===== src/hw/rtl/mstd_pkg.sv =====
// Shared types and codes for the sync-word TLV deframer.
package mstd_pkg;

  // Result kinds
  localparam logic [1:0] KIND_PAYLOAD  = 2'd0;
  localparam logic [1:0] KIND_EMPTY    = 2'd1;
  localparam logic [1:0] KIND_SYNC_ERR = 2'd2;
  localparam logic [1:0] KIND_OVERSIZE = 2'd3;

  // Route codes
  localparam logic [1:0] ROUTE_FIRST   = 2'd0;
  localparam logic [1:0] ROUTE_SECOND  = 2'd1;
  localparam logic [1:0] ROUTE_UNKNOWN = 2'd2;

  // Configuration register indexes
  localparam logic [1:0] REG_SYNC_WORD   = 2'd0;
  localparam logic [1:0] REG_FIRST_TYPE  = 2'd1;
  localparam logic [1:0] REG_SECOND_TYPE = 2'd2;
  localparam logic [1:0] REG_MAX_LEN     = 2'd3;

  // Reset values of the configuration registers
  localparam logic [31:0] SYNC_WORD_RST   = 32'h4142_1356;
  localparam logic [7:0]  FIRST_TYPE_RST  = 8'd1;
  localparam logic [7:0]  SECOND_TYPE_RST = 8'd2;
  localparam logic [15:0] MAX_LEN_RST     = 16'd1024;

  typedef struct packed {
    logic [7:0] rx_byte;
  } rx_item_t;

  typedef struct packed {
    logic [1:0]  kind;
    logic [1:0]  route;
    logic [7:0]  frame_type;
    logic [7:0]  payload_byte;
    logic [15:0] byte_index;
    logic        last_of_frame;
  } result_t;

  typedef struct packed {
    logic [1:0]  reg_index;
    logic [31:0] wdata;
  } cfg_write_t;

endpackage


===== src/hw/rtl/mstd_stream_if.sv =====
// Valid/ready channel carrying one payload item per transfer.
interface mstd_stream_if #(
  parameter type data_t = logic [7:0]
);
  logic  valid;
  logic  ready;
  data_t data;

  modport source (output valid, output data, input ready);
  modport sink   (input valid, input data, output ready);
endinterface


===== src/hw/rtl/magic_sync_tlv_deframer_top.sv =====
// Sync-word TLV deframer: parses one received byte per cycle, while the skid stage is empty, into routed results.
// Results are registered: the output register, backed by a skid stage, lets a new byte transfer
// while a finished result still waits downstream; input stalls while the skid stage holds one.
// Reset (rst, synchronous): parser returns to sync gathering, registers take their
// defaults, output and skid stages empty.
module magic_sync_tlv_deframer_top
  import mstd_pkg::*;
(
  input  logic                 clk,
  input  logic                 rst,
  mstd_stream_if.sink          rx,
  mstd_stream_if.source        result,
  mstd_stream_if.sink          cfg
);

  // Parser phase codes
  localparam logic [2:0] PH_SYNC = 3'd0;
  localparam logic [2:0] PH_TYPE = 3'd1;
  localparam logic [2:0] PH_LENH = 3'd2;
  localparam logic [2:0] PH_LENL = 3'd3;
  localparam logic [2:0] PH_DATA = 3'd4;
  localparam logic [2:0] PH_SKIP = 3'd5;

  // Configuration registers
  logic [31:0] sync_word;
  logic [7:0]  first_route_type;
  logic [7:0]  second_route_type;
  logic [15:0] max_payload_len;

  // Parser state
  logic [2:0]  parse_phase, parse_phase_next;
  logic [31:0] sync_shift, sync_shift_next;
  logic [1:0]  header_count, header_count_next;
  logic [7:0]  held_type, held_type_next;
  logic [15:0] held_length, held_length_next;
  logic [15:0] payload_count, payload_count_next;

  // Output and skid stages
  logic    out_valid, skid_valid;
  result_t out_data, skid_data;

  logic        rx_fire, out_fire;
  logic [7:0]  b;
  logic [1:0]  route_cur;
  logic [15:0] count_inc;
  logic        res_valid;
  result_t     res;

  rx_item_t   rx_item;
  cfg_write_t cfg_item;

  assign rx_item  = rx.data;
  assign cfg_item = cfg.data;
  assign b        = rx_item.rx_byte;

  // Config writes are always taken
  assign cfg.ready = 1'b1;

  always_ff @(posedge clk) begin
    if (rst) begin
      sync_word         <= SYNC_WORD_RST;
      first_route_type  <= FIRST_TYPE_RST;
      second_route_type <= SECOND_TYPE_RST;
      max_payload_len   <= MAX_LEN_RST;
    end else if (cfg.valid) begin
      case (cfg_item.reg_index)
        REG_SYNC_WORD:   sync_word         <= cfg_item.wdata;
        REG_FIRST_TYPE:  first_route_type  <= cfg_item.wdata[7:0];
        REG_SECOND_TYPE: second_route_type <= cfg_item.wdata[7:0];
        REG_MAX_LEN:     max_payload_len   <= cfg_item.wdata[15:0];
        default: ;
      endcase
    end
  end

  // Handshakes: input stalls only while the skid stage holds a result
  assign rx.ready     = ~skid_valid;
  assign rx_fire      = rx.valid & ~skid_valid;
  assign result.valid = out_valid;
  assign result.data  = out_data;
  assign out_fire     = out_valid & result.ready;

  // Route lookup, first destination wins on a tie
  always_comb begin
    if (held_type == first_route_type) begin
      route_cur = ROUTE_FIRST;
    end else if (held_type == second_route_type) begin
      route_cur = ROUTE_SECOND;
    end else begin
      route_cur = ROUTE_UNKNOWN;
    end
  end

  assign count_inc = payload_count + 16'd1;

  // Per-byte parse step
  always_comb begin
    parse_phase_next   = parse_phase;
    sync_shift_next    = sync_shift;
    header_count_next  = header_count;
    held_type_next     = held_type;
    held_length_next   = held_length;
    payload_count_next = payload_count;
    res_valid          = 1'b0;
    res.kind           = KIND_PAYLOAD;
    res.route          = route_cur;
    res.frame_type     = held_type;
    res.payload_byte   = 8'd0;
    res.byte_index     = 16'd0;
    res.last_of_frame  = 1'b1;
    case (parse_phase)
      PH_TYPE: begin
        held_type_next   = b;
        parse_phase_next = PH_LENH;
      end
      PH_LENH: begin
        held_length_next = {b, 8'd0};
        parse_phase_next = PH_LENL;
      end
      PH_LENL: begin
        held_length_next   = {held_length[15:8], b};
        payload_count_next = 16'd0;
        if (held_length_next == 16'd0) begin
          parse_phase_next = PH_SYNC;
          res_valid        = 1'b1;
          res.kind         = KIND_EMPTY;
        end else if (held_length_next > max_payload_len) begin
          parse_phase_next = PH_SKIP;
          res_valid        = 1'b1;
          res.kind         = KIND_OVERSIZE;
        end else begin
          parse_phase_next = PH_DATA;
        end
      end
      PH_DATA: begin
        res_valid          = 1'b1;
        res.kind           = KIND_PAYLOAD;
        res.payload_byte   = b;
        res.byte_index     = payload_count;
        res.last_of_frame  = (count_inc == held_length);
        payload_count_next = count_inc;
        if (count_inc == held_length) parse_phase_next = PH_SYNC;
      end
      PH_SKIP: begin
        payload_count_next = count_inc;
        if (count_inc == held_length) parse_phase_next = PH_SYNC;
      end
      default: begin
        // Sync gathering; unused phase codes land here too
        parse_phase_next = PH_SYNC;
        sync_shift_next  = {sync_shift[23:0], b};
        if (header_count != 2'd3) begin
          header_count_next = header_count + 2'd1;
        end else begin
          header_count_next = 2'd0;
          if (sync_shift_next == sync_word) begin
            parse_phase_next = PH_TYPE;
          end else begin
            res_valid      = 1'b1;
            res.kind       = KIND_SYNC_ERR;
            res.route      = ROUTE_UNKNOWN;
            res.frame_type = 8'd0;
          end
        end
      end
    endcase
  end

  // Parser state update on each byte transfer
  always_ff @(posedge clk) begin
    if (rst) begin
      parse_phase   <= PH_SYNC;
      sync_shift    <= 32'd0;
      header_count  <= 2'd0;
      held_type     <= 8'd0;
      held_length   <= 16'd0;
      payload_count <= 16'd0;
    end else if (rx_fire) begin
      parse_phase   <= parse_phase_next;
      sync_shift    <= sync_shift_next;
      header_count  <= header_count_next;
      held_type     <= held_type_next;
      held_length   <= held_length_next;
      payload_count <= payload_count_next;
    end
  end

  // Output register with skid stage
  always_ff @(posedge clk) begin
    if (rst) begin
      out_valid  <= 1'b0;
      skid_valid <= 1'b0;
    end else if (out_fire || !out_valid) begin
      if (skid_valid) begin
        out_valid  <= 1'b1;
        skid_valid <= 1'b0;
      end else begin
        out_valid <= rx_fire & res_valid;
      end
    end else if (rx_fire && res_valid) begin
      skid_valid <= 1'b1;
    end
  end

  // Payload of the two stages
  always_ff @(posedge clk) begin
    if (out_fire || !out_valid) begin
      if (skid_valid) begin
        out_data <= skid_data;
      end else if (rx_fire && res_valid) begin
        out_data <= res;
      end
    end else if (rx_fire && res_valid) begin
      skid_data <= res;
    end
  end

endmodule


===== src/flat_wrapper.sv =====
// flat-port wrapper written by rule: the top's interface ports become plain ports
module magic_sync_tlv_deframer_top_flat import mstd_pkg::*;
  (clk, rst, rx_valid, rx_data, rx_ready, result_valid, result_data, result_ready, cfg_valid, cfg_data, cfg_ready);
  mstd_stream_if #(.data_t(rx_item_t)) rx_i ();
  mstd_stream_if #(.data_t(result_t)) result_i ();
  mstd_stream_if #(.data_t(cfg_write_t)) cfg_i ();
  input  logic clk;
  input  logic rst;
  input wire logic [$bits(rx_i.valid)-1:0] rx_valid;
  input wire logic [$bits(rx_i.data)-1:0] rx_data;
  output wire logic [$bits(rx_i.ready)-1:0] rx_ready;
  output wire logic [$bits(result_i.valid)-1:0] result_valid;
  output wire logic [$bits(result_i.data)-1:0] result_data;
  input wire logic [$bits(result_i.ready)-1:0] result_ready;
  input wire logic [$bits(cfg_i.valid)-1:0] cfg_valid;
  input wire logic [$bits(cfg_i.data)-1:0] cfg_data;
  output wire logic [$bits(cfg_i.ready)-1:0] cfg_ready;
  assign rx_i.valid = rx_valid;
  assign rx_i.data = rx_data;
  assign rx_ready = rx_i.ready;
  assign result_valid = result_i.valid;
  assign result_data = result_i.data;
  assign result_i.ready = result_ready;
  assign cfg_i.valid = cfg_valid;
  assign cfg_i.data = cfg_data;
  assign cfg_ready = cfg_i.ready;
  magic_sync_tlv_deframer_top u_core (.clk(clk), .rst(rst), .rx(rx_i), .result(result_i), .cfg(cfg_i));
endmodule

===== config.mk =====
export PLATFORM = sky130hd
export DESIGN_NAME = magic_sync_tlv_deframer_top_flat
export DESIGN_NICKNAME = d
export VERILOG_FILES = /design/src/hw/rtl/mstd_pkg.sv /design/src/hw/rtl/mstd_stream_if.sv /design/src/hw/rtl/magic_sync_tlv_deframer_top.sv /design/src/flat_wrapper.sv
export SDC_FILE = /design/constraint.sdc
export NUM_CORES = 1
export LEC_CHECK = 0
export BUFFER_PORTS_ARGS = -buffer_cell sky130_fd_sc_hd__buf_4
export CAP_MARGIN = 5
export CORE_ASPECT_RATIO = 0.8
export CORE_UTILIZATION = 55
export DETAILED_ROUTE_END_ITERATION = 8
export PLACE_DENSITY = 0.75
export SETUP_SLACK_MARGIN = 0.05
export SLEW_MARGIN = 20
export SYNTH_ARGS = -nofsm -noshare
export SYNTH_HDL_FRONTEND = slang
export SYNTH_SLANG_ARGS = --single-unit

===== constraint.sdc =====
create_clock -name clk -period 16.1 [get_ports clk]
set_clock_uncertainty 0.15 [all_clocks]
set_input_delay 1.61 -clock clk [delete_from_list [all_inputs] [get_ports clk]]
set_output_delay 1.61 -clock clk [all_outputs]
set_load 0.05 [all_outputs]

[Yosys cells after proc, flatten, opt, wreduce, memory -nomap -nowiden]
Cells that the tools add are included.
Widths: inputs -> output; s select.
Storage, ports and cells
  bits in registers: 209
  latch bits: 0
  memory bits (writable): 0
  bits in read-only memories: 0
  input port bits: 47
  output and inout bits: 40
  logic and storage cells: 100
  memories kept: 0
Cells by class
  add/subtract/negate cells: 2
  multipliers: 0
  divide/modulo/power cells: 0
  magnitude comparators: 1
  equality and inequality tests: 14
  shifts and indexed selects: 0
  muxes and demuxes: 26
  bitwise operators: 7
  reductions and logical operators: 25
Operators by type and width (number)
  $mux 37: 2
  $pmux 16 s2: 2
  $eq 32x32->1: 1
  $mux 25: 1
  $mux 12: 2
  $reduce_and 2->1: 11
  $add 16x1->16 const B: 1
  $eq 16x16->1: 1
  $eq 8x8->1: 2
  $gt 16x16->1: 1
  $logic_not 16->1: 1
  $pmux 3 s4: 1
  $mux 10: 1
  $mux 2: 5
  $mux 3: 3
  $mux 1: 7
  $eq 3x2->1 const B: 2
  $eq 3x3->1 const B: 2
  $reduce_bool 2->1: 3
  $reduce_or 5->1: 1
  $eq 2x2->1 const B: 2
  $not 1->1: 4
  $pmux 2 s2: 1
  $reduce_or 2->1: 2
  other kinds (14): 16

[Longest topological paths before layout]
Gate-level depths: netlist of the first run.
  word-level depth: 8
  mapped depth: 9
  mapped depth without buffers: 9

[Least setup slack after synthesis of the first run]
OpenSTA, ideal clock, no wires.
  kind: input port to flip-flop
  start point: input rx_data[7]
  end point: register u_core.out_data, in the netlist u_core.result.data[0] (enable)
  library setup time: 488 ps
  arrival: 5551 ps
  data required time: 15462 ps
  setup slack: 9911 ps
  cell stages on the path: 8
  buffers on the path: 0
  cell sequence: ha_1 -> nand4_1 -> nor3_1 -> a21boi_0 -> nor4b_1 -> o22ai_1 -> o31ai_1 -> a21boi_0
Between the ends
  longest elaborated chain between the ends: 7
  elaborated cells between the ends (all ways): 11
  those cells by class: 1 x order compare; 1 x eq/ne; 5 x mux; 4 x reduce/logical
Ends and longest elaborated chain
  start: declaration: line flat_wrapper.sv:10  | input wire logic [$bits(rx_i.data)-1:0] rx_data;
  $gt 16x16->1 / $eq 32x32->1 (equally long branches): line magic_sync_tlv_deframer_top.sv:127, magic_sync_tlv_deframer_top.sv:156
  $mux 1, on equally long branches: line magic_sync_tlv_deframer_top.sv:127, magic_sync_tlv_deframer_top.sv:156
  $mux 1, on equally long branches: line magic_sync_tlv_deframer_top.sv:123, magic_sync_tlv_deframer_top.sv:152
  $pmux 1 s3 *: line magic_sync_tlv_deframer_top.sv:111  | case (parse_phase)
  $logic_and 1x1->1 *: line magic_sync_tlv_deframer_top.sv:210  | end else if (rx_fire && res_valid) begin
  $reduce_bool 2->1 (no source line) *
  $reduce_and 2->1 (no source line) *
  end signal: assignment: line magic_sync_tlv_deframer_top.sv:209  | out_data <= skid_data;
  end signal: assignment: line magic_sync_tlv_deframer_top.sv:211  | out_data <= res;
  end: declaration: line magic_sync_tlv_deframer_top.sv:40  | result_t out_data, skid_data;
Mark *: on every way between the ends. The rest lies on a longest branch, timed or not.
A chain may end at the register's enable or synchronous reset.

[Worst setup path in the final report of the first run]
  start point: input rx_data[7]
  end point: register u_core.skid_data[4] (netlist bit) (enable)
Between the ends
  longest elaborated chain between the ends: 6
  elaborated cells between the ends (all ways): 10
  those cells by class: 1 x order compare; 1 x eq/ne; 5 x mux; 3 x reduce/logical
Ends and longest elaborated chain
  $gt 16x16->1 / $eq 32x32->1 (equally long branches): line magic_sync_tlv_deframer_top.sv:127, magic_sync_tlv_deframer_top.sv:156
  $mux 1, on equally long branches: line magic_sync_tlv_deframer_top.sv:127, magic_sync_tlv_deframer_top.sv:156
  $mux 1, on equally long branches: line magic_sync_tlv_deframer_top.sv:123, magic_sync_tlv_deframer_top.sv:152
  $pmux 1 s3 *: line magic_sync_tlv_deframer_top.sv:111
  $logic_and 1x1->1 *: line magic_sync_tlv_deframer_top.sv:213  | end else if (rx_fire && res_valid) begin
  $reduce_and 2->1 (no source line) *
  end signal: assignment: line magic_sync_tlv_deframer_top.sv:214  | skid_data <= res;
  end: declaration: line magic_sync_tlv_deframer_top.sv:40
Marks and branches as above.

==> reports/metrics.yaml, run 1 <==
sta:
  period_minus_slack_ns: 4.37
  hold_viol: 0
  fmax_ghz: 0.229
  worstMarginPinSlew_ns: 1.10
  slew_headroom: 0.262
  setup-tns-final_ns: 0
  setup_viol: 0
  fin_ws_ns: 11.73
  finalCritPeriodShare: 0.271
  slew_violations: 0
  rsz0062_at_grt: "no"
clock_tree:
  clk_pin_slew_worst_paths_ns: 0.06
  cts.hold.buffers_added: 0
  cts.sinks: 209
  insertion_delay_ns: 0.51
  clk_path_buf_depth: 3
  cts-root-buf: "clkbuf_16"
  post-cts-setup-buffer-count: 0
  htree_num_levels: 1
  post_cts_resized: 0
  cts_tree: "built"
  cts_made_buffers: 21
critical_path:
  cpMaxStageDelayCell: "nor3_4"
  critPathMaxFanout: 23
  rrSetupSlack_ns: 12.33
  cp-start-kind: "primary input"
  cpPeakStageDelay_ns: 0.63
  critical_path.cell_chain: "buf_4 -> ha_1 -> nand4_1 -> nor3_1 -> a21boi_0 -> nor4b_1 -> o22ai_1 -> nor3_1 -> nor3_4 -> buf_4"
  cp-end-kind: "register"
  crit_required_ns: 16.12
  startpoint: "rx_data[7]"
  r2r-start: "u_core.parse_phase[0]$_SDFFE_PP0P_"
  crit_type: "primary input to register"
  worstPathArrival_ns: 4.38
placement:
  dp_hpwl_um: 15000
  port_buffers: 85
  gp_congestion: 0.924
  preCtsSetupSlack_ns: 10.95
route:
  antenna_left: 0
  drc: 0
  drt_pass1_iterations: 5
  routedWlPerCell_um: 17.3
  viasPerCell: 5.67
  drt-total-wl_um: 22200
  drt-initial-drc-count: 608
  vias: 7291
die:
  fp.dieH_um: 120
  coreArea_mm2: 0.0168
  dieArea_mm2: 0.0179
  io-pin-count: 87
  die_x_um: 149
  start_util: 0.568
  placementRows: 42
yosys:
  synth_nets: 1058
  synth_cells: 993
  synth-edff-count: 74
  synth.cell_area_mm2: 0.00953
  yosysWarnings: 0
  ys_types: 64
  ys_async_sr_fraction: 0
  synth_ff_type: "dfxtp_1"
  syn_area_per_cell_um2: 9.59
  synth_seq_cells: 209
  seq_area_frac_synth: 0.517
layout:
  layout.nets: 1115
  drive_above_1_share: 0.164
  fillCellCount: 1309
  num_antenna_cells: 0
  final_common_cell: "nand2_1"
  area_growth_pct: 15.7
  layout_common_cells: "nand2_1, dfxtp_1, a21oi_1"
grt:
  track_usage: 0.256
  grt_remaining_overflow: 0
  grt_pass1_wl_um: 36400
  grt_pass1_vias: 6959
  antenna_found_initial: 0
  grt_max_degree: 92
pwr:
  fin_total_pwr_mw: 1.17
  ir_drop_mv: 0.0807
  p_leak_nw: 4.41
  power.density_mw_per_mm2: 106
hold_path:
  hold_path_class: "register to register"
  min-delay-start: "u_core.max_payload_len[6]$_SDFFE_PP0P_"
outcome:
  status: "completed"
run:
  cap_violations: 0
layer usage:
metal  part of all wire  global-route usage
met1               0.45               0.371
met2               0.46               0.401
met3              0.064              0.0369
met4              0.020              0.0670
met5                  0                   0
state kept, by name (all words and copies together) (netlist names):
register,count
u_core.result.data,37
u_core.skid_data,37
u_core.sync_word,32
u_core.sync_shift,24
u_core.held_length,16
u_core.max_payload_len,16
u_core.payload_count,16
u_core.first_route_type,8
u_core.held_type,8
u_core.second_route_type,8
u_core.parse_phase,3
u_core.header_count,2
u_core.result.valid,1
u_core.skid_valid,1
synth_stat cells (all sizes together), types with 18 or more instances:
library cell,n,area share
a21oi,101,0.053
and3,26,0.017
clkbuf,47,0.019
dfxtp,135,0.28
edfxtp,74,0.23
ha,18,0.024
inv,20,0.0079
mux2,38,0.045
nand2,194,0.076
nor2,63,0.025
o21ai,22,0.012
xnor2,29,0.027
xor2,37,0.034
area by class of cell:
cell class	count	area (um2)	share of cell area
Multi-Input combinational cell	703	4300	0.391
Clock buffer	25	541	0.0490
Inverter	21	78.8	0.00715
Sequential cell	209	4920	0.447
Clock inverter	13	193	0.0175
Timing Repair Buffer	94	706	0.0640
Tap cell	220	275	0.0250
through the flow:
step / util / cells / area (um2) / hold WS, ns
finish: 0.657 / 1285 / 11000 / 0.305
global route: 0.657 / 1285 / 11000 / 0.333
CTS: 0.657 / 1285 / 11000 / 0.305
detailed placement: 0.613 / 1247 / 10300 / 0.296
global placement: 0.613 / 1247 / 10300 / 0.292
floorplan: - / 993 / 9530 / 0.286
logic make-up (layout without fill, tap and decap cells):
kind of cell    Yosys count  in the layout  share of synthesized area
simple gates            391            391                      0.196
flops                   209            209                      0.517
compound gates          174            174                      0.108
buf+inv                  81            153                     0.0341
xor+xnor                 66             66                     0.0607
mux                      53             53                     0.0607
fa+ha+maj                18             18                     0.0236
other cells               1              1                   0.000394
final timing paths:
check / depth (start not counted) / end
worst min register to register: 2 / u_core.max_payload_len[6]$_SDFFE_PP0P_
worst max-delay path: 10 / u_core.skid_data[4]$_DFFE_PP_
worst min-delay path: 2 / u_core.max_payload_len[6]$_SDFFE_PP0P_
worst max register to register: 7 / u_core.skid_data[4]$_DFFE_PP_
power breakdown:
part           total (mW)  switching [mW]  internal [mW]  leakage (nW)
logic              0.0804          0.0512         0.0292          2.21
clock network       0.522           0.201          0.321         0.353
registers           0.564         0.00778          0.556          1.85
worst max-delay path: cells and delay by family:
| family | cells | cell delay, ns |
|---|---|---|
| AND/OR/NAND/NOR | 5 | 1.21 |
| AO/OA/AOI/OAI | 2 | 0.62 |
| buffers and inverters | 2 | 0.59 |
| adder cells (fa/ha/maj) | 1 | 0.33 |
Power figures use the tool's default switching activity.
==> run 2, diff against run 1 <==
--- a/config.mk
+++ b/config.mk
@@ -5,6 +5,7 @@
 export SDC_FILE = /design/constraint.sdc
 export NUM_CORES = 1
 export LEC_CHECK = 0
+export ABC_AREA = 1
 export BUFFER_PORTS_ARGS = -buffer_cell sky130_fd_sc_hd__buf_4
 export CAP_MARGIN = 5
 export CORE_ASPECT_RATIO = 0.8
==> constraint.sdc (replaced) <==
create_clock -name clk -period 4.2 [get_ports clk]
set_clock_uncertainty 0.15 [all_clocks]
set_input_delay 0.42 -clock clk [delete_from_list [all_inputs] [get_ports clk]]
set_output_delay 0.42 -clock clk [all_outputs]
set_load 0.05 [all_outputs]
==> run 2 against run 1 <==
Effect of this change: design area up 0.20%; largest cell class unchanged; sequential power rose to 4.0 times the previous value; largest power group unchanged; clock power rose to 3.3 times the previous value; critical path depth up 3.
==> reports/metrics.yaml, run 2 <==
route:
  drc: 0  # unchanged
  drt-initial-drc-count: 717  # was 608
  drt-total-wl_um: 22400  # was 22200 um
  drt_pass1_iterations: 7  # was 5
  routedWlPerCell_um: 15.0  # was 17.3 um
  antenna_left: 0  # unchanged
  viasPerCell: 5.35  # was 5.67
  vias: 8022  # was 7291
grt:
  grt_remaining_overflow: 0  # unchanged
  met2_usage: 0.401  # about the same
  top_usage_layer: "met2"  # unchanged
  grt_pass1_vias: 7393  # was 6959
  grt_util_met1: 0.391  # was 0.371
  track_usage: 0.263  # was 0.256
  grt_pass1_wl_um: 37200  # was 36400 um
  use_met3: 0.0379  # was 0.0369
  antenna_found_initial: 0  # unchanged
  grt_max_degree: 54  # was 92
critical_path:
  critical_path.cell_chain: "inv_1 -> nand2_1 -> nand2_1 -> inv_1 -> nand3_1 -> nor2_1 -> nand2_1 -> inv_2 -> nor2_1 -> nand2_1 -> nand2_1 -> nor2_2 -> buf_12"  # was buf_4 -> ha_1 -> nand4_1 -> nor3_1 -> a21boi_0 -> nor4b_1 -> o22ai_1 -> nor3_1 -> nor3_4 -> buf_4
  cpMaxStageDelayCell: "dfxtp_1"  # was nor3_4
  crit_type: "register to register"  # was primary input to register
  cp_common_cell: "nand2_1"
  cpPeakStageDelay_ns: 0.62  # was 0.63 ns
  worstPathArrival_ns: 3.02  # was 4.38 ns
  crit_required_ns: 4.24  # was 16.12 ns
  critPathMaxFanout: 28  # was 23
  crit_family: "simple AND/OR/NAND/NOR gates"  # unchanged
  cp-start-kind: "register"  # was primary input
  critPathBufInv: 4  # was 2
  cp-end-kind: "register"  # unchanged
pwr:
  power.density_mw_per_mm2: 406  # was 106 mW/mm2
  p_leak_nw: 4.64  # was 4.41 nW
  ir_drop_mv: 0.312  # was 0.0807 mV
yosys:
  yosys-top-cells-count: "nand2_1, nor2_1, dfxtp_1"  # was nand2_1, dfxtp_1, a21oi_1
  ys_async_sr_fraction: 0  # unchanged
  synth_top_area_frac: 0.285  # was 0.284
  synth_ff_type: "dfxtp_1"  # unchanged
  seq_area_frac_synth: 0.519  # was 0.517
  synth_seq_cells: 209  # unchanged
  yosys.area_share.adder: 0.0238  # was 0.0236
  synth_most_common_cell: "nand2_1"  # unchanged
  synth-edff-count: 74  # unchanged
  synth.cell_area_mm2: 0.00948  # was 0.00953 mm2
  synth_nets: 1248  # was 1058
  yosysWarnings: 0  # unchanged
  synthSimpleGateAreaFrac: 0.253  # was 0.196
  synth_xor_area_frac: 0.0268  # was 0.0607
  synth_compound_area_frac: 0.115  # was 0.108
  synth_top_area_cell: "dfxtp_1"  # unchanged
  synth.area.mux_share: 0  # was 0.0607
  syn_area_per_cell_um2: 8.01  # was 9.59 um2
  synth_area_leaders: "dfxtp_1, edfxtp_1, nand2_1, nor2_1, o21ai_0"  # was dfxtp_1, edfxtp_1, nand2_1, a21oi_1, mux2_2
  synth_top_family_by_area: "simple AND/OR/NAND/NOR gates"  # unchanged
  ys_types: 39  # was 64
  synth_cells: 1183  # was 993
die:
  die_x_um: 149  # about the same
  io-pin-count: 87  # unchanged
  fp.dieH_um: 119  # was 120 um
  dieArea_mm2: 0.0178  # was 0.0179 mm2
  placementRows: 42  # unchanged
  start_util: 0.567  # was 0.568
  coreArea_mm2: 0.0167  # was 0.0168 mm2
sta:
  setup-tns-final_ns: 0  # unchanged
  period_minus_slack_ns: 2.99
  slew_headroom: 0.362  # was 0.262
  hold_viol: 0  # unchanged
  rsz0062_at_grt: "no"  # unchanged
  setup_viol: 0  # unchanged
  worstMarginPinSlew_ns: 0.953  # was 1.10 ns
  finalCritPeriodShare: 0.711
  fmax_ghz: 0.335
  fin_hold_ws_ns: 0.00810  # was 0.305 ns
  slew_violations: 0  # unchanged
placement:
  dp_hpwl_um: 15900  # was 15000 um
  gp_congestion: 0.905  # was 0.924
  port_buffers: 85  # unchanged
clock_tree:
  cts-root-buf: "clkbuf_16"  # unchanged
  insertion_delay_ns: 0.49  # was 0.51 ns
  post-cts-setup-buffer-count: 0  # unchanged
  post_cts_resized: 0  # unchanged
  cts.hold.buffers_added: 11  # was 0
  clk_pin_slew_worst_paths_ns: 0.06  # about the same
  clk_path_buf_depth: 3  # unchanged
  cts_made_buffers: 21  # unchanged
  htree_num_levels: 1  # unchanged
  cts_tree: "built"  # unchanged
  cts.sinks: 209  # unchanged
layout:
  area_growth_pct: 16.5  # was 15.7%
  final_common_cell: "nand2_1"  # unchanged
  layout_common_cells: "nand2_1, nor2_1, dfxtp_1"  # was nand2_1, dfxtp_1, a21oi_1
  drive_above_1_share: 0.122  # was 0.164
  multi_input_area_mm2: 0.00399  # was 0.00430 mm2
  finalCoreUtilization: 0.661  # was 0.657
  layout.nets: 1332  # was 1115
  ff_latch_area_mm2: 0.00492  # unchanged
  fillCellCount: 1447  # was 1309
  num_antenna_cells: 0  # unchanged
hold_path:
  hold_path_class: "primary input to register"  # was register to register
outcome:
  status: "completed"  # unchanged
run:
  cap_violations: 0  # unchanged
==> run 2: cell count changes after synthesis, moves of 26 or more <==
cell and change:
nand2_1 +77, and3_1 -26, inv_1 +81, nand3_1 +52, xor2_1 -31, nor2_1 +114
mux2_2 -37, o21ai_0 +83
==> run 2: cells by family (layout without fill, tap and decap cells) <==
group / after synthesis / count (layout)
simple gates: 564 / 564
compound gates: 211 / 211
flops: 209 / 209
buf+inv: 151 / 248
xor+xnor: 29 / 29
fa+ha+maj: 18 / 18
other cells: 1 / 1
==> run 2: area by class of cell <==
class,instances,area share
clock buffers,25,0.0498
clock inverters,11,0.00668
inverters,107,0.0364
multi-input cells,823,0.361
flip-flops and latches,209,0.446
well taps,220,0.0249
repair buffers,105,0.0750
==> run 2: final timing paths <==
kind                                          start                                     end  slack (ns)  cells after the start
max              u_core.parse_phase[0]$_SDFFE_PP0P_          u_core.skid_data[11]$_DFFE_PP_        1.21                     13
min                                     cfg_data[9]        u_core.sync_word[9]$_SDFFE_PP1P_       0.008                      3
max reg2reg      u_core.parse_phase[0]$_SDFFE_PP0P_          u_core.skid_data[11]$_DFFE_PP_        1.21                     13
min reg2reg  u_core.max_payload_len[7]$_SDFFE_PP0P_  u_core.max_payload_len[7]$_SDFFE_PP0P_        0.31                      2
==> run 2: layer usage <==
layer	part of all wire	vias up
met2	0.43	259
met5	0	-
met3	0.069	33
met1	0.48	3704
li1	-	4026
met4	0.018	0
==> run 2: per-stage QoR <==
stage	instance area [um2]	instances	total power, mW	setup WS (ns)
detailed placement	10300	1453	2.79	1.20
finish	11000	1500	4.49	1.21
global placement	10300	1453	2.78	1.28
global route	11000	1500	4.67	0.937
floorplan	9480	1183	2.63	0.339
CTS	11000	1500	4.51	1.26
==> run 2: power breakdown <==
group          switching (mW)  internal [mW]
registers              0.0677           2.19
logic                   0.322          0.187
clock network           0.735          0.990
total                    1.12           3.36
==> run 2: worst register-to-register path: cells and delay by family, from the launching register on <==
| kind | cells | cell delay, ns |
|---|---|---|
| buffers and inverters | 4 | 0.60 |
| flip-flops | 1 | 0.62 |
| AND/OR/NAND/NOR | 9 | 1.30 |
==> run 3, diff against run 2 <==
==> constraint.sdc (replaced) <==
create_clock -name clk -period 2.9 [get_ports clk]
set_clock_uncertainty 0.15 [all_clocks]
set_input_delay 0.29 -clock clk [delete_from_list [all_inputs] [get_ports clk]]
set_output_delay 0.29 -clock clk [all_outputs]
set_load 0.05 [all_outputs]
==> run 3 against run 2 <==
Effect of this change: design area grew 4.6%; sequential share of layout area decreased by 2.0 points; non-clock buffer count grew 42; first-iteration DRC count shrank 21%; highest routed layer unchanged; hold slack improved by 0.0020 ns; critical path depth rose by 3.
==> reports/metrics.yaml, run 3 (same netlist as run 2, synthesis figures left out) <==
sta:
  finalCritPeriodShare: 0.899
  hold_viol: 0  # unchanged
  slew_violations: 0  # unchanged
  rsz0062_at_grt: "no"  # unchanged
  worstMarginPinSlew_ns: 0.911  # was 0.953 ns
  slew_headroom: 0.391  # was 0.362
  setup-tns-final_ns: 0  # unchanged
  period_minus_slack_ns: 2.61
  setup_viol: 0  # unchanged
  fmax_ghz: 0.384
pwr:
  ir_drop_mv: 0.422  # was 0.312 mV
  fin_total_pwr_mw: 6.85  # was 4.49 mW
  p_leak_nw: 4.88  # was 4.64 nW
  power.density_mw_per_mm2: 593  # was 406 mW/mm2
clock_tree:
  clk_path_buf_depth: 3  # unchanged
  insertion_delay_ns: 0.50  # was 0.49 ns
  htree_num_levels: 1  # unchanged
  cts_made_buffers: 21  # unchanged
  clk_pin_slew_worst_paths_ns: 0.06  # about the same
  cts_tree: "built"  # unchanged
  cts-root-buf: "clkbuf_16"  # unchanged
  cts.sinks: 209  # unchanged
die:
  fp.dieH_um: 119  # unchanged
  die_x_um: 149  # unchanged
  io-pin-count: 87  # unchanged
  placementRows: 42  # unchanged
  start_util: 0.567  # unchanged
  dieArea_mm2: 0.0178  # unchanged
  coreArea_mm2: 0.0167  # unchanged
grt:
  track_usage: 0.261  # was 0.263
  grt_max_degree: 43  # was 54
  grt_pass1_vias: 7393  # unchanged
  antenna_found_initial: 0  # unchanged
  grt_pass1_wl_um: 37000  # was 37200 um
  grt_remaining_overflow: 0  # unchanged
layout:
  layout.nets: 1374  # was 1332
  num_antenna_cells: 0  # unchanged
  area_growth_pct: 21.9  # was 16.5%
  drive_above_1_share: 0.134  # was 0.122
  final_common_cell: "nand2_1"  # unchanged
  layout_common_cells: "nand2_1, nor2_1, dfxtp_1"  # unchanged
critical_path:
  crit_required_ns: 2.95  # was 4.24 ns
  critPathMaxFanout: 18  # was 28
  worstPathArrival_ns: 2.66  # was 3.02 ns
  cp-start-kind: "primary input"  # was register
  crit_type: "primary input to register"  # was register to register
  cp-end-kind: "register"  # unchanged
placement:
  dp_hpwl_um: 15800  # was 15900 um
  port_buffers: 85  # unchanged
  gp_congestion: 0.925  # was 0.905
route:
  drt-total-wl_um: 22500  # was 22400 um
  drt-initial-drc-count: 563  # was 717
  viasPerCell: 5.25  # was 5.35
  drt_pass1_iterations: 5  # was 7
  routedWlPerCell_um: 14.6  # was 15.0 um
  vias: 8100  # was 8022
  drc: 0  # unchanged
  antenna_left: 0  # unchanged
outcome:
  status: "completed"  # unchanged
hold_path:
  hold_path_class: "primary input to register"  # unchanged
run:
  cap_violations: 0  # unchanged
run 3: cell count changes in the layout (fill, tap and decap cells not counted), moves of 2 or more:
cell | previous run | this run
dlygate4sd3_1 | 11 | 38
buf_4 | 93 | 106
clkbuf_8 | 1 | 4
clkinv_1 | 9 | 6
bufinv_16 | 1 | 3
clkinv_2 | 5 | 3
run 3: per-layer routing:
metal / GRT usage / part of all wire / vias up
li1: - / - / 4119
met1: 0.378 / 0.48 / 3718
met2: 0.400 / 0.44 / 228
met3: 0.0460 / 0.059 / 35
met4: 0.0689 / 0.021 / 0
met5: 0 / 0 / -
run 3: path summary, 6_finish.rpt:
path | from | to | slack [ns] | cells after the start
worst max-delay path | rx_data[1] | u_core.result.data[17]$_DFFE_PP_ | 0.29 | 16
worst min-delay path | rx_data[4] | u_core.held_length[4]$_SDFFE_PP0P_ | 0.01 | 3
worst max register to register | u_core.held_length[15]$_SDFFE_PP0P_ | u_core.result.data[17]$_DFFE_PP_ | 0.33 | 12
worst min register to register | u_core.max_payload_len[1]$_SDFFE_PP0P_ | u_core.max_payload_len[1]$_SDFFE_PP0P_ | 0.31 | 2
run 3: layout make-up:
type | count | area (um2)
sequential | 209 | 4920
clock inverter | 10 | 125
timing repair buffer | 147 | 1240
tap | 220 | 275
inverter | 107 | 402
fill | 1343 | 5160
multi-input combinational | 823 | 4000
clock buffer | 27 | 588
run 3: worst max-delay path: stages:
cell and delay, ns:
dlygate4sd3_1 0.54, buf_4 0.16, ha_1 0.29, a21oi_1 0.06
o21ai_0 0.17, nand2_1 0.08, nand2_1 0.06, nand2_1 0.04
nand2_1 0.09, nand2_1 0.05, nand2_1 0.05, nand2_1 0.11
nand2_1 0.11, nand2_2 0.11, a21oi_4 0.24, clkbuf_16 0.22
run 3: per-stage QoR:
step           hold WS [ns]  instances  area, um2  setup WS (ns)   util
6_report             0.0101       1543      11600          0.294  0.691
5_1_grt              0.0143       1543      11600         0.0935  0.691
4_1_cts             0.00318       1541      11500          0.232  0.689
3_5_place_dp          0.298       1466      10400          0.278  0.624
3_3_place_gp          0.295       1466      10400          0.334  0.624
2_1_floorplan         0.218       1183       9500          0.267      -
run 3: power by group:
part           leakage, nW  internal (mW)  switching [mW]
clock network        0.347           1.69            1.11
registers             1.75           3.17          0.0928
logic                 2.78          0.315           0.478
run 3: repair_timing:
| action | CTS | global route |
|---|---|---|
| buffers inserted | 0 | 1 |
| hold buffers | 38 | 0 |
| gates resized for setup | 0 | 2 |
| endpoints found under the hold margin | 67 | 0 |
| endpoints found under the setup margin | 0 | 67 |
